--- src/sv/cmwc_pkg.sv ---
`default_nettype none

package cmwc_pkg;

  localparam logic [31:0] GOLDEN     = 32'h9e37_79b9;
  localparam logic [14:0] MULT       = 15'd18782;
  localparam logic [31:0] BASE_R     = 32'hffff_fffe;
  localparam logic [31:0] CARRY_INIT = 32'd362436;

  localparam logic OP_RESEED = 1'b0;
  localparam logic OP_DRAW   = 1'b1;

  typedef enum logic [2:0] {
    ST_IDLE,
    ST_FILL,
    ST_READ,
    ST_MUL,
    ST_ADD,
    ST_WB
  } state_e;

  // controller -> datapath
  typedef struct packed {
    logic load_seed;
    logic fill_step;
    logic advance;
    logic rd;
    logic mul;
    logic add;
    logic wb;
  } cmd_t;

  // datapath -> controller
  typedef struct packed {
    logic fill_last;
    logic out_free;
  } sts_t;

endpackage

`default_nettype wire

--- src/sv/cmwc_ctrl.sv ---
`default_nettype none

module cmwc_ctrl import cmwc_pkg::*; (
  input  wire  clk_i,
  input  wire  rst_ni,
  input  wire  in_valid_i,
  output logic in_stall_o,
  input  wire  op_i,
  input  sts_t sts_i,
  output cmd_t cmd_o
);

  state_e state_q, state_d;

  always_ff @(posedge clk_i or negedge rst_ni) begin
    if (!rst_ni) begin
      state_q <= ST_IDLE;
    end else begin
      state_q <= state_d;
    end
  end

  always_comb begin
    state_d    = state_q;
    cmd_o      = '0;
    in_stall_o = 1'b1;
    case (state_q)
      ST_IDLE: begin
        in_stall_o = 1'b0;
        if (in_valid_i) begin
          if (op_i == OP_RESEED) begin
            cmd_o.load_seed = 1'b1;
            state_d         = ST_FILL;
          end else begin
            cmd_o.advance = 1'b1;
            state_d       = ST_READ;
          end
        end
      end
      ST_FILL: begin
        cmd_o.fill_step = 1'b1;
        if (sts_i.fill_last) begin
          state_d = ST_IDLE;
        end
      end
      ST_READ: begin
        cmd_o.rd = 1'b1;
        state_d  = ST_MUL;
      end
      ST_MUL: begin
        cmd_o.mul = 1'b1;
        state_d   = ST_ADD;
      end
      ST_ADD: begin
        cmd_o.add = 1'b1;
        state_d   = ST_WB;
      end
      ST_WB: begin
        // hold until the output register can take the word
        if (sts_i.out_free) begin
          cmd_o.wb = 1'b1;
          state_d  = ST_IDLE;
        end
      end
      default: begin
        state_d = ST_IDLE;
      end
    endcase
  end

endmodule

`default_nettype wire

--- config.mk ---
export PLATFORM = sky130hd
export DESIGN_NAME = cmwc_ctrl
export DESIGN_NICKNAME = d
export VERILOG_FILES = /design/src/sv/cmwc_pkg.sv /design/src/sv/cmwc_ctrl.sv
export SDC_FILE = /design/constraint.sdc
export NUM_CORES = 1
export LEC_CHECK = 0
export ABC_AREA = 1
export BUFFER_PORTS_ARGS = -buffer_cell sky130_fd_sc_hd__buf_2
export CAP_MARGIN = 20
export CORE_AREA = 2 2 39 41
export DETAILED_ROUTE_END_ITERATION = 10
export DIE_AREA = 0 0 41 43
export SLEW_MARGIN = 10
export SYNTH_ARGS = -nofsm -noshare
export SYNTH_HDL_FRONTEND = slang
export SYNTH_SLANG_ARGS = --single-unit
--- constraint.sdc ---
create_clock -name clk_i -period 1.1 [get_ports clk_i]
set_input_delay 0.11 -clock clk_i [delete_from_list [all_inputs] [get_ports clk_i]]
set_output_delay 0.11 -clock clk_i [all_outputs]
set_load 0.1 [all_outputs]
Word-level counts from Yosys, hierarchy flattened
Cells that the tools add are included.

Flip-flop bits (word level): 3. Bits of input ports: 6. Output and inout bits: 8.

Equality and inequality tests: 8. Mux-type cells: 18. Reductions and logical operators: 2.

Operator list (number): 3-bit case mux with 6 select lines (1); 1-bit 2-to-1 mux (13); 3-bit 2-to-1 mux (3); 3-bit by 2-bit equality test with 1-bit output, second input constant (2); 3-bit equality test, second input constant (2); 2-bit != test, second input constant (3); 3-bit by 1-bit equality test with 1-bit output, second input constant (1); 3-bit logical NOT (1); 3-bit AND reduction (1); 2-bit 2-to-1 mux (1).

Longest topological paths before layout
Depth in word-level cells: 3. Depth in mapped cells: 5. Gate-level depth less buffers: 5.

Worst setup path after synthesis
No wires, ideal clock.

Path type: register -> output. Start point: reg state_q[0]. End point: out cmd_o[0] (netlist name). Data arrival time: 3415 ps. Slack: -2425 ps. Stages on the path, launching flop included: 3. Buffers on the path: 0. Cells stage by stage: dfrtp_1 -> inv_2 -> nor4_1.

RTL lines: start: declaration (RTL line cmwc_ctrl.sv:13) `state_e state_q, state_d;`; start signal: assignment (RTL line cmwc_ctrl.sv:19) `state_q <= state_d;`; end: declaration (RTL line cmwc_ctrl.sv:10) `output cmd_t cmd_o`.

==> run metrics <==
Synth Area per Inst=about 7.5 sq um; worst skew pair latency=roughly 0.23 ns; Top reg by flops=state_q; highest metal used=met4; Port-buffer cells=13; Slew HR=between 80% and 90%; vias=331; syn_nets=38; Placed Area=~610 sq um; Synth Register Bits=3; leading area contributor after synthesis=dfrtp_1; commonest non-fill, non-tap cell in the layout=buf_12; kind of critical path=register to output pin; CTS HTree Levels=1; final worst setup slack=-0.341 ns; total grt overflow=0; WL met1=310 microns; die width=roughly 41 microns; clk root buf=clkbuf_4; Setup crit start=state_q[1]; DR WL/cell=10.5 microns; DP HPWL=approximately 660 microns; DRC Markers=0; Filler Cell Count=between 100 and 150; initial DRC count=4; post-route ant nets=0; first-pass GRT wire length=between 1500 and 2000 microns; Gate Count Post-Synth=32; Synthesis Warnings=0; most frequent cells in the layout=buf_12 (9), buf_4 (7), buf_2 (5); worst-path maximum fanout=4; largest net degree at the start of global routing=7; failing checks=negative setup slack; Top Registers=state_q x3; RSZ-0062 raised after global routing=true; die area=1760 sq um; Required @ worst endpoint=approximately 0.99 ns; io pins=14; Clock Sinks=3; status=complete, but fails checks; final setup fails=10; WP data arrival=1.33 ns; clk_skew=approximately 0.0034 ns; row count=14; Fmax achieved=between 600 and 700 MHz; CTS tree=yes; multi-input logic area=about 220 sq um; share of layout cells above drive strength 1=82.3%; Slew Limit Fails=0; vias in the first global route=approximately 380; crit share post-route=131%; register area=a little under 80 sq um; ANT cells=0; max reg flops=3; Seq/Total Area, Yosys=between 30% and 40%; startpoint types=register; Synth area leaders=dfrtp_1 (31%), nand3_2 (8.3%), inv_1 (7.8%); pre-CTS setup slack=-0.125 ns; met2 wire len=471 microns; CTS Buf Count=3; Layout area overhead=195%; GRT Overall Usage=around an eighth; max cap viols=0; initial antenna violation count=0; Reg2Reg Launch Point=state_q[1]; Setup crit end kind=output pin; clock period minus worst slack=roughly 1.4 ns; count of different cell masters after synthesis=17; die height=43 microns; met3 wire length=roughly 26 microns; wirelength, routed=822 microns; post-synth top area share=31.3%; Core Util, Final=51.2%; Final GP Congestion=approximately 0.77; DRT Pass-1 Iters=3; drt via density=4.24; Least-Margin Pin Slew=approximately 0.26 ns; Final nets=slightly below 70; CTS Buffer Depth=2; Synth Cell Area=240 sq um; class of the worst hold path=input port to asynchronous set/reset pin; Initial Utilization=~17%; Hold Vio Cnt, Final=0; Design Area, Final=708 sq um; Core ar.=1380 sq um; Reg clk slew, reported paths=roughly 0.04 ns
Yosys cell counts:
cell type,instances
nor4_1,1
nor3_1,2
a21oi_1,1
nor2_1,3
nand2_1,3
inv_2,3
dfrtp_1,3
o21bai_1,1
inv_1,5
nand3_2,2
nor3_2,1
nand4_1,1
nand2_2,1
nand4_2,1
nand3_1,2
nor2_4,1
nand3b_1,1
through the flow:
step / instances / TNS, ns / hold slack [ns]
after floorplan: 32 / -3.18 / -0.186
after global placement: 71 / -0.636 / -0.0898
after detailed placement: 71 / -0.846 / -0.0930
after CTS: 78 / -2.74 / 0.187
after global routing: 78 / -3.13 / 0.197
final: 78 / -2.64 / 0.192
path summary, 6_finish.rpt:
kind,slack [ns],to,cells after the start
worst min-delay path,0.19,state_q[1],2
max in group asynchronous,0.79,state_q[2],2
min in group clk_i,0.25,state_q[0],4
worst max-delay path,-0.34,cmd_o[4],4
worst min register to register,0.77,state_q[2],3
worst max register to register,-0.17,state_q[1],5
per-layer routing:
metal / track usage, % / vias up
met3: 4.19 / 2
met2: 20.0 / 8
met1: 13.4 / 153
met4: 10.7 / 0
met5: 0 / -
li1: - / 168
worst max-delay path: stages, from the launching register on:
cell and delay (ns):
dfrtp_2 0.43, nor2_4 0.23, nand3_2 0.14, nor2_4 0.12, buf_12 0.18
repair_timing:
| item | 4_1_cts | 5_1_grt |
|---|---|---|
| endpoints found under the hold margin | 3 | 0 |
| pin swaps | 6 | 4 |
| gates resized for setup | 8 | 6 |
| endpoints found under the setup margin | 11 | 11 |
| hold buffers | 1 | 0 |
| setup buffers | 2 | 1 |
kinds of logic after synthesis:
family | count (synthesis) | share of synthesized area [%]
AOI/OAI and AO/OA | 2 | 5.21
and+or+nand+nor | 19 | 51.0
DFF | 3 | 31.2
buffers and inverters | 8 | 12.5
cell type report:
class	count	area share (%)
inverters	8	6.01
multi-input cells	21	31.6
repair buffers	26	44.7
flip-flops and latches	3	11.1
well taps	16	2.83
clock buffers	4	3.71
Power is not shown: default switching activity piles up to over one toggle a cycle in this logic, so the estimate is an artifact.
